<file path="src/rtl/qoh_pkg.sv">
// Shared types, constants and helper functions for the orientation histogram unit.
// No dependencies; used by the controller, datapath, top level and testbench.
package qoh_pkg;

  // controller states
  typedef enum logic [3:0] {
    ST_CLEAR,
    ST_IDLE,
    ST_HAM,
    ST_DRAIN,
    ST_CORDIC_INIT,
    ST_CORDIC,
    ST_ANGLE,
    ST_BIN_A,
    ST_BIN_B,
    ST_BIN_W,
    ST_INDEX,
    ST_INDEX_W,
    ST_MEM_RD,
    ST_MEM_WAIT,
    ST_DONE
  } qoh_state_t;

  // what the shared multiplier is working on, in the cycle after the issue
  typedef enum logic [2:0] {
    MT_NONE,
    MT_HAM,
    MT_ALPHA,
    MT_BETA,
    MT_INDEX
  } qoh_mtag_t;

  // operation codes of an input word
  localparam logic OP_ACCUM = 1'b0;
  localparam logic OP_READ  = 1'b1;

  // register indexes on the config port
  localparam logic [2:0] REG_AXIS_SELECT = 3'd0;
  localparam logic [2:0] REG_BINS_ALPHA  = 3'd1;
  localparam logic [2:0] REG_BINS_BETA   = 3'd2;
  localparam logic [2:0] REG_ALPHA_MIN   = 3'd3;
  localparam logic [2:0] REG_ALPHA_BPR   = 3'd4;
  localparam logic [2:0] REG_BETA_MIN    = 3'd5;
  localparam logic [2:0] REG_BETA_BPU    = 3'd6;

  localparam int          ATAN_ENTRIES = 24;
  localparam logic [5:0]  HAM_LAST     = 6'd47;  // 3 products x 4 parts x 4 terms
  localparam int          IDX_W        = 17;
  localparam logic signed [15:0] ONE_Q14    = 16'sd16384;
  localparam logic signed [27:0] HALF_PI_Q24 = 28'sd26353589;
  localparam logic signed [27:0] TWO_PI_Q24  = 28'sd105414357;
  localparam logic [16:0]        TWO_PI_Q13  = 17'd51472;

  // controller to datapath
  typedef struct packed {
    logic       accept;
    logic       ham_issue;
    logic [1:0] phase;
    logic [1:0] comp;
    logic [1:0] term;
    logic       cordic_init;
    logic       cordic_step;
    logic [4:0] cordic_i;
    logic       angle;
    logic       mul_alpha;
    logic       mul_beta;
    logic       mul_index;
    logic       range_chk;
    logic       mem_rd;
    logic       mem_upd;
    logic       clr_step;
  } qoh_cmd_t;

  // datapath to controller
  typedef struct packed {
    logic clr_done;
    logic op_read;
  } qoh_status_t;

  // one result word
  typedef struct packed {
    logic [11:0]        bin_index;
    logic [31:0]        bin_count;
    logic [31:0]        sample_total;
    logic signed [15:0] cos_beta;
    logic [15:0]        alpha_angle;
    logic               out_of_range;
  } qoh_result_t;

  // arctan(2^-i) in 2^-24 rad
  function automatic logic [23:0] atan_q24(input logic [4:0] i);
    logic [23:0] r;
    case (i)
      5'd0:  r = 24'd13176795;
      5'd1:  r = 24'd7778716;
      5'd2:  r = 24'd4110060;
      5'd3:  r = 24'd2086331;
      5'd4:  r = 24'd1047214;
      5'd5:  r = 24'd524117;
      5'd6:  r = 24'd262123;
      5'd7:  r = 24'd131069;
      5'd8:  r = 24'd65536;
      5'd9:  r = 24'd32768;
      5'd10: r = 24'd16384;
      5'd11: r = 24'd8192;
      5'd12: r = 24'd4096;
      5'd13: r = 24'd2048;
      5'd14: r = 24'd1024;
      5'd15: r = 24'd512;
      5'd16: r = 24'd256;
      5'd17: r = 24'd128;
      5'd18: r = 24'd64;
      5'd19: r = 24'd32;
      5'd20: r = 24'd16;
      5'd21: r = 24'd8;
      5'd22: r = 24'd4;
      5'd23: r = 24'd2;
      default: r = 24'd0;
    endcase
    return r;
  endfunction

  // Hamilton product sign: term t of part c is subtracted
  function automatic logic ham_neg(input logic [1:0] c, input logic [1:0] t);
    return (c == 2'd0 && t != 2'd0) || (c == 2'd1 && t == 2'd3) ||
           (c == 2'd2 && t == 2'd1) || (c == 2'd3 && t == 2'd2);
  endfunction

  // Q28 sum to Q2.14, round half up, saturate to +-1.0
  function automatic logic signed [15:0] round_q14(input logic signed [35:0] v);
    logic signed [35:0] s;
    logic signed [21:0] r;
    logic signed [15:0] o;
    s = v + 36'sd8192;
    r = $signed(s[35:14]);
    if (r > 22'sd16384) begin
      o = ONE_Q14;
    end else if (r < -22'sd16384) begin
      o = -ONE_Q14;
    end else begin
      o = r[15:0];
    end
    return o;
  endfunction

endpackage

</file>
<file path="src/rtl/qoh_ctrl.sv">
// Controller: sequences the Hamilton products, CORDIC, binning and histogram update.
// Depends on qoh_pkg.
module qoh_ctrl #(
  parameter int CORDIC_STEPS = 16
) (
  input  logic                 clk,
  input  logic                 rst_n,
  input  logic                 in_valid,
  input  logic                 in_op,
  input  logic                 out_free,
  input  qoh_pkg::qoh_status_t status,
  output logic                 in_stall,
  output logic                 out_load,
  output qoh_pkg::qoh_cmd_t    cmd
);

  localparam int NSTEP = (CORDIC_STEPS < qoh_pkg::ATAN_ENTRIES) ? CORDIC_STEPS
                                                                : qoh_pkg::ATAN_ENTRIES;

  qoh_pkg::qoh_state_t state_r, state_nxt;
  logic [5:0]          cnt_r, cnt_nxt;
  logic                accept;

  assign in_stall = (state_r != qoh_pkg::ST_IDLE);
  assign accept   = in_valid && !in_stall;

  always_ff @(posedge clk) begin
    if (!rst_n) begin
      state_r <= qoh_pkg::ST_CLEAR;
      cnt_r   <= '0;
    end else begin
      state_r <= state_nxt;
      cnt_r   <= cnt_nxt;
    end
  end

  // next state
  always_comb begin
    state_nxt = state_r;
    cnt_nxt   = cnt_r;
    case (state_r)
      qoh_pkg::ST_CLEAR: begin
        if (status.clr_done) begin
          state_nxt = qoh_pkg::ST_IDLE;
        end
      end
      qoh_pkg::ST_IDLE: begin
        cnt_nxt = '0;
        if (accept) begin
          state_nxt = (in_op == qoh_pkg::OP_READ) ? qoh_pkg::ST_MEM_RD : qoh_pkg::ST_HAM;
        end
      end
      qoh_pkg::ST_HAM: begin
        cnt_nxt = cnt_r + 1'b1;
        if (cnt_r == qoh_pkg::HAM_LAST) begin
          state_nxt = qoh_pkg::ST_DRAIN;
        end
      end
      qoh_pkg::ST_DRAIN:       state_nxt = qoh_pkg::ST_CORDIC_INIT;
      qoh_pkg::ST_CORDIC_INIT: begin
        cnt_nxt   = '0;
        state_nxt = qoh_pkg::ST_CORDIC;
      end
      qoh_pkg::ST_CORDIC: begin
        cnt_nxt = cnt_r + 1'b1;
        if (cnt_r == 6'(NSTEP - 1)) begin
          state_nxt = qoh_pkg::ST_ANGLE;
        end
      end
      qoh_pkg::ST_ANGLE:    state_nxt = qoh_pkg::ST_BIN_A;
      qoh_pkg::ST_BIN_A:    state_nxt = qoh_pkg::ST_BIN_B;
      qoh_pkg::ST_BIN_B:    state_nxt = qoh_pkg::ST_BIN_W;
      qoh_pkg::ST_BIN_W:    state_nxt = qoh_pkg::ST_INDEX;
      qoh_pkg::ST_INDEX:    state_nxt = qoh_pkg::ST_INDEX_W;
      qoh_pkg::ST_INDEX_W:  state_nxt = qoh_pkg::ST_MEM_RD;
      qoh_pkg::ST_MEM_RD:   state_nxt = qoh_pkg::ST_MEM_WAIT;
      qoh_pkg::ST_MEM_WAIT: state_nxt = qoh_pkg::ST_DONE;
      qoh_pkg::ST_DONE: begin
        if (out_free) begin
          state_nxt = qoh_pkg::ST_IDLE;
        end
      end
      default: state_nxt = qoh_pkg::ST_CLEAR;
    endcase
  end

  // outputs
  always_comb begin
    cmd          = '0;
    cmd.accept   = accept;
    cmd.phase    = cnt_r[5:4];
    cmd.comp     = cnt_r[3:2];
    cmd.term     = cnt_r[1:0];
    cmd.cordic_i = cnt_r[4:0];
    out_load     = 1'b0;
    case (state_r)
      qoh_pkg::ST_CLEAR:       cmd.clr_step    = 1'b1;
      qoh_pkg::ST_HAM:         cmd.ham_issue   = 1'b1;
      qoh_pkg::ST_CORDIC_INIT: cmd.cordic_init = 1'b1;
      qoh_pkg::ST_CORDIC:      cmd.cordic_step = 1'b1;
      qoh_pkg::ST_ANGLE:       cmd.angle       = 1'b1;
      qoh_pkg::ST_BIN_A:       cmd.mul_alpha   = 1'b1;
      qoh_pkg::ST_BIN_B:       cmd.mul_beta    = 1'b1;
      qoh_pkg::ST_INDEX: begin
        cmd.mul_index = 1'b1;
        cmd.range_chk = 1'b1;
      end
      qoh_pkg::ST_MEM_RD:      cmd.mem_rd      = 1'b1;
      qoh_pkg::ST_MEM_WAIT:    cmd.mem_upd     = 1'b1;
      qoh_pkg::ST_DONE:        out_load        = out_free;
      default: ;
    endcase
  end

endmodule

</file>
<file path="config.mk">
export PLATFORM = sky130hd
export DESIGN_NAME = qoh_ctrl
export DESIGN_NICKNAME = d
export VERILOG_FILES = /design/src/rtl/qoh_pkg.sv /design/src/rtl/qoh_ctrl.sv
export SDC_FILE = /design/constraint.sdc
export NUM_CORES = 1
export LEC_CHECK = 0
export BUFFER_PORTS_ARGS = -buffer_cell sky130_fd_sc_hd__buf_2
export CAP_MARGIN = 30
export CORE_UTILIZATION = 40
export DETAILED_ROUTE_END_ITERATION = 8
export GPL_TIMING_DRIVEN = 0
export HOLD_SLACK_MARGIN = 0.06
export PLACE_DENSITY = 0.73
export SLEW_MARGIN = 20
export SYNTH_ARGS = -nofsm -noshare
export SYNTH_HDL_FRONTEND = slang
export SYNTH_SLANG_ARGS = --single-unit
</file>
<file path="constraint.sdc">
create_clock -name clk -period 2.4 [get_ports clk]
set_input_delay 0.48 -clock clk [delete_from_list [all_inputs] [get_ports clk]]
set_output_delay 0.48 -clock clk [all_outputs]
set_load 0.01 [all_outputs]
</file>
# Word-level counts from Yosys, hierarchy flattened
# Index checks and enable logic that the tools add are counted.
[word_totals] regBits=10 in_bits=7 output_inout_bits=25
[classes] addsub=1 eq_ne=22 muxes=19 n_reduce_logical=7
[ops] op="4-bit case mux with 15 select lines" count=1
[ops] op="4-bit == test (second input constant)" count=7
[ops] op="4-bit 2-to-1 mux" count=6
[ops] op="4-bit by 3-bit == test with 1-bit output (second input constant)" count=4
[ops] op="6-bit case mux with 2 select lines" count=1
[ops] op="1-bit 2-to-1 mux" count=10
[ops] op="2-bit != test (second input constant)" count=5
[ops] op="4-bit by 2-bit == test with 1-bit output (second input constant)" count=2
[ops] op="6-bit by 1-bit adder with 6-bit output (second input constant)" count=1
[ops] op="6-bit by 4-bit == test with 1-bit output (second input constant)" count=1
[ops] op="6-bit == test (second input constant)" count=1
[ops] op="5-bit AND reduction" count=1
[ops] op="4-bit by 1-bit == test with 1-bit output (second input constant)" count=1
[ops] op="4-bit logical NOT" count=1
[ops] op="4-bit by 1-bit != test with 1-bit output (second input constant)" count=1
[ops] op="2-bit OR reduction" count=2
[ops] op="2-bit 2-to-1 mux" count=1
[ops] op="2-bit nonzero test" count=1
[ops] op="1-bit logical AND" count=1
[ops] op="1-bit logical NOT" count=1

# Depth between registers and ports, before layout
# Gate-level depths: netlist (run 1).
[logic_depth] word_depth=5 ltp_mapped=7 ltp_nobuf=5

# Worst setup path after synthesis (run 1)
# No wires, ideal clock.
[synth_timing] path_type="reg-to-reg" from="reg cnt_r[0]" to="reg state_r[2]" setup_ns=0.121 arrival_ns=1.776 t_required_ns=2.279 slack_ns=0.502 stages_incl_launch_ff=7 n_path_buf=1 path_cell_list="dfxtp_1 > ha_1 > and4b_1 > a21oi_1 > or4b_1 > buf_2 > mux2_4"
[synth_between] elab_chain_len=3 elab_cells_between_ends=5
[synth_rtl] item="from (decl)" line_no="qoh_ctrl.sv:21" text="logic [5:0] cnt_r, cnt_nxt;"
[synth_rtl] item="from (signal assigned)" line_no="qoh_ctrl.sv:33" text="cnt_r <= cnt_nxt;"
[synth_rtl] item="6-bit by 4-bit == test with 1-bit output / 6-bit == test (equally long branches)" line_no="qoh_ctrl.sv:66, qoh_ctrl.sv:55"
[synth_rtl] item="2-bit != test (no source line)"
[synth_rtl] item="5-bit AND reduction (no source line) *"
[synth_rtl] item="to (signal assigned)" line_no="qoh_ctrl.sv:29" text="state_r <= qoh_pkg::ST_CLEAR;"
[synth_rtl] item="to (signal assigned)" line_no="qoh_ctrl.sv:32" text="state_r <= state_nxt;"
[synth_rtl] item="to (decl)" line_no="qoh_ctrl.sv:20" text="qoh_pkg::qoh_state_t state_r, state_nxt;"
# Mark *: on every way between the ends. The rest lies on a longest branch, timed or not.
# A chain may end at the register's enable or synchronous reset.

==> metrics, run 1 <==
TNS Setup=0 ns; Final Hold Vio Count=0; DRC errors left=0; pin count of the biggest net entering global routing=11; part of the Yosys area used for sequential elements=0.248; P_leak=0.513 nW; dominant cells by area after synthesis=dfxtp_1, buf_4, a21oi_1, o21ai_0, nand2_1; initial antenna violation count=0; Reg area=200 µm²; Post-Syn Area per Cell=7.39 µm²; layout cell share with drive strength beyond 1=0.329; Hold Crit Class=flop to flop; vias in the first global route=689; most frequent cells in the layout=buf_2, a21oi_1, buf_4, dfxtp_1, nand2_1; Final ANT Viol Nets=0; CP required=1.92 ns; Synth Net Count=117; Synth Register Bits=10; Initial DRC Count=24; power density cells=1030 nW/µm²; unrepaired setup endpoints after global routing=false; Die Span Y=46.9 µm; DP Wirelength=1.44 mm; CP Launch Point=state_r[2]; Synth-to-Final Area Change=27.0%; Congestion Overflow GR=0; CTS tree=done; Cell variety after synth=34; setup violators final=0; max-cap violations=0; status=completed; H-Tree Depth=1; post-layout util=0.568; total power=0.00105 W; IO Port Bufs=30; CP endpoint kind=primary output; post-synthesis instance area=806 µm²; DRT Pass-1 Iters=4; Initial Util=0.447; DR vias=873; gr usage total=0.195; fin. max-slew vios=0; cts hold-fix bufs=0; Post-Synthesis Cells=109; Max Fanout on Critical Path=10; CTS resizes=0; Peak supply drop=0.000645 V; I/O pins=32; Reg2Reg Setup Slack=0.39 ns; die area=2200 µm²; Clk pin slew, worst setup/hold paths=0.08 ns; deepest clock path buffer count=2; worst r2r dst=state_r[2]; multi-input logic area=480 µm²; Setup Crit Path Kind=flop to primary output; reg2reg start=cnt_r[0]; DR WL/cell=11.6 µm; ANT cells=0; worst hold path depth=2; clock skew=0.00192 ns; fin nets=152; commonest non-fill, non-tap cell in the layout=buf_2; fmax=0.490 GHz; Placer Congestion=0.855; Core Footprint=1800 µm²; Worst-Skew Late Latency=0.27 ns; Routed WL=1.95 mm; Worst R2R Path Depth=6; Die Wd=46.9 µm; TritonCTS Buffers=3; fin crit share=0.849; startpoint types=flop; Fillers=180; Cell Rows=15; Ys Warns=0; critical hold path startpoint=cnt_r[4]; Vias/cell=5.20; post-CTS setup buffers=0; clock sink count=10; Worst Max-Slew Pin Slew=0.410 ns; first-pass GRT wire length=3.02 mm; critical path arrival=1.56 ns; clk root buf=clkbuf_4; cell taking the most area after synthesis=dfxtp_1; end of the worst hold path=cnt_r[4]; Yosys top cell area share=0.248; Slew Limit Headroom=0.727; Final min period=2.04 ns
## critical path, stage by stage, from the launching register on
cell and delay (ns):
dfxtp_1 0.44, clkbuf_1 0.35, nand2b_1 0.18, nor2_1 0.06
buf_4 0.13, buf_2 0.13
## report_power, final
| part | internal (W) | switching [W] |
|---|---|---|
| combinational | 0.000293 | 0.000361 |
| sequential | 0.000200 | 0.0000364 |
| clock | 0.0000922 | 0.0000684 |
| total | 0.000585 | 0.000466 |
## kinds of logic (layout without fill, tap and decap cells)
logic type | count (synthesis) | count (layout) | share of synthesized area
simple gates | 43 | 43 | 0.303
mux | 4 | 4 | 0.0574
buf+inv | 21 | 55 | 0.155
flops | 10 | 10 | 0.248
fa+ha+maj | 1 | 1 | 0.0155
xor+xnor | 1 | 1 | 0.0109
compound gates | 29 | 29 | 0.210
## cell type report
cell class,count,share of cell area
tap,25,0.0306
buffer,16,0.104
timing repair buffer,30,0.147
multi-input combinational,78,0.469
sequential,10,0.196
clock buffer,4,0.0355
inverter,5,0.0183
## synth_stat cells, drive strengths merged
master	count
buf	12
nor3b	2
nand3b	1
or3	1
nand2b	5
mux2	2
nor3	5
mux2i	2
and2	1
clkbuf	4
dfxtp	10
nand2	9
and4b	2
o311a	1
o21a	1
ha	1
nor2	7
inv	5
nand3	2
and3	1
a32oi	1
nor2b	3
o31ai	2
nand4bb	1
xnor2	1
nor4	1
o21ai	7
a21oi	14
a211oi	2
a22oi	1
or4b	2
## per-layer routing
metal,up-vias,global-route usage,share of wire
met1,395,0.273,0.46
met2,29,0.292,0.48
met3,4,0.0346,0.047
met5,-,0,0
met4,0,0.0857,0.013
li1,445,-,-
## how the worst max path moves through the flow
| stage | end | slack [ns] | cells after the start |
|---|---|---|---|
| floorplan | state_r[2] | 0.50 | 6 |
| finish | cmd[4] | 0.36 | 5 |
| global placement | state_r[2] | 0.47 | 7 |
| CTS | cmd[4] | 0.36 | 5 |
| global route | cmd[4] | 0.20 | 5 |
| detailed placement | state_r[2] | 0.42 | 6 |
## state kept, by name, summed over array words and instances (netlist names)
register	cells
state_r	4
cnt_r	6
## through the flow
stage                     instances  cell area [µm²]  hold slack [ns]  worst slack, ns
after floorplan                 109              806            0.516            0.502
after detailed placement        164              987            0.522            0.424
final                           168             1020            0.522            0.361
after global routing            168             1020            0.514            0.196
after CTS                       168             1020            0.518            0.360
after global placement          164              987            0.511            0.471
Power figures use the tool's default switching activity.
==> run 2, diff against run 1 <==
Settings changed: PLACE_DENSITY 0.73 to 0.76.
Clock period 2.4 ns to 1.6 ns, I/O delays scaled along.
==> metrics, run 2 (synthesized netlist as in run 1, its figures left out) <==
PnR worst setup slack=-0.175 ns (-0.536 ns); DR vias=1039 (+19%); Comb power frac=0.736 (+0.114); fin. max-slew vios=0 (unchanged); most frequent cells in the layout=buf_2, buf_4, buf_6, a21oi_1, nand2_1; CTS tree=done; Final Hold Slack=0.360 ns (-0.162 ns); critical hold path startpoint=rst_n; Worst R2R Path Depth=4 (-2); Slew Limit Headroom=0.788 (+0.0615); Vias/cell=5.59 (+7.5%); clk root buf=clkbuf_4; TritonCTS Buffers=3 (unchanged); IO Port Bufs=30 (unchanged); clock skew=0.0158 ns (+0.0138 ns); Worst Max-Slew Pin Slew=0.315 ns (-0.0946 ns); ANT cells=0 (unchanged); clock power share=0.097 (-0.056); Fillers=128 (-29%); gr usage total=0.253 (+0.0584); first-pass GRT wire length=3.88 mm (+29%); multi-input logic area=631 µm² (+31%); P_leak=0.683 nW (+33%); Congestion Overflow GR=0 (unchanged); Peak supply drop=0.00109 V (+70%); commonest non-fill, non-tap cell in the layout=buf_2; pin count of the biggest net entering global routing=11 (unchanged); Hold Crit Class=input pin to flop; reg2reg start=state_r[2]; Routed WL=3.05 mm (+57%); max-cap violations=0 (unchanged); cts hold-fix bufs=0 (unchanged); largest register by flop count=cnt_r; power density cells=1720 nW/µm² (+68%); Non-Filler Instances=186 (+11%); Placed Cells incl. Taps=164 (unchanged); CP required=1.83 ns (-0.09 ns); Clk pin slew, worst setup/hold paths=0.08 ns (about the same); biggest registers after layout=cnt_r x6, state_r x4; status=finished, violations left; DR WL/cell=16.4 µm (+42%); Synth-to-Final Area Change=77.3%; clock sink count=10 (unchanged); Net Sw Power=0.00101 W (+120%); DP Wirelength=1.46 mm (+1.0%); Flop pwr share=0.167 (-0.058); H-Tree Depth=1 (unchanged); deepest clock path buffer count=2 (unchanged); Setup Crit Path Kind=flop to flop; Pint=0.00146 W (+150%); failing checks=setup timing; Die Wd=46.9 µm (unchanged); max FFs per register=6 (unchanged); I/O pins=32 (unchanged); Initial DRC Count=40 (+67%); DRT Pass-1 Iters=4 (unchanged); Placer Congestion=0.826 (-3.4%); Max Fanout on Critical Path=8 (-2); die area=2200 µm² (unchanged); CP endpoint kind=flop; post-layout util=0.793 (+0.225); Core Footprint=1800 µm² (unchanged); Reg area=218 µm² (+8.8%); Die Span Y=46.9 µm (unchanged); unrepaired setup endpoints after global routing=true; fin crit share=1.11; worst r2r dst=cnt_r[5]; Cell Rows=15 (unchanged); DRC errors left=0 (unchanged); Worst-Skew Late Latency=0.28 ns (about the same); Sw Ratio=0.409 (-0.0344); Final Hold Vio Count=0 (unchanged); worst hold path depth=3 (+1); Initial Util=0.447 (unchanged); fin nets=170 (+12%); vias in the first global route=857 (+24%); critical path arrival=2.00 ns (+0.44 ns); initial antenna violation count=0 (unchanged); startpoint types=flop; fmax=0.563 GHz; Final ANT Viol Nets=0 (unchanged); TNS Setup=-1.15 ns (-1.15 ns); Final min period=1.78 ns; Reg2Reg Setup Slack=-0.18 ns (-0.57 ns); total power=0.00246 W (+130%); layout cell share with drive strength beyond 1=0.621 (+0.292); setup violators final=16 (+16); end of the worst hold path=state_r[3]
## run 2: changes by cell type in the layout (fill, tap and decap cells not counted), sizes merged
cell	delta
buf	+21
clkbuf	-3
## run 2: critical path: stages, from the launching register on
cell and delay, ns:
dfxtp_4 0.40, or4b_4 0.59, a211oi_2 0.31, mux2_4 0.34, nor2_1 0.09
## run 2: how the worst max path moves through the flow
stage | from | endpoint | slack [ns]
after floorplan | state_r[0] | state_r[2] | -0.18
after global placement | state_r[0] | state_r[2] | -0.26
after detailed placement | state_r[2] | state_r[2] | -0.29
after CTS | state_r[1] | state_r[2] | -0.21
after global routing | state_r[2] | cnt_r[5] | -0.21
final | state_r[2] | cnt_r[5] | -0.18
## run 2: timing repair
item | CTS | global route
endpoints found under the setup margin | 21 | 22
resized for setup | 26 | 37
gates cloned | 1 | 1
setup buffers | 10 | 9
pin swaps | 7 | 4
## run 2: stage by stage
| step | instance area (µm²) | setup WS, ns |
|---|---|---|
| finish | 1430 | -0.175 |
| global route | 1430 | -0.210 |
| CTS | 1230 | -0.212 |
| detailed placement | 1030 | -0.286 |
| global placement | 1030 | -0.263 |
| floorplan | 845 | -0.176 |
## run 2: layout make-up
class	count	share of cell area
Multi-Input combinational cell	78	0.441
Timing Repair Buffer	50	0.246
Sequential cell	10	0.152
Buffer	14	0.0998
Clock buffer	4	0.0254
Tap cell	25	0.0219
Inverter	5	0.0131
## run 2: routing by layer
layer	part of all wire	vias up	GRT usage
met4	0.029	0	0.0629
met1	0.39	501	0.315
met2	0.53	42	0.431
met3	0.053	11	0.0731
li1	-	485	-
met5	0	-	0
## run 2: power by group through the flow
stage | sequential (W) | clock, W | combinational (W)
floorplan | 0.000362 | 0 | 0.000801
global placement | 0.000369 | 0 | 0.00102
detailed placement | 0.000371 | 0 | 0.00104
CTS | 0.000370 | 0.000241 | 0.00139
global route | 0.000411 | 0.000254 | 0.00192
finish | 0.000411 | 0.000238 | 0.00182
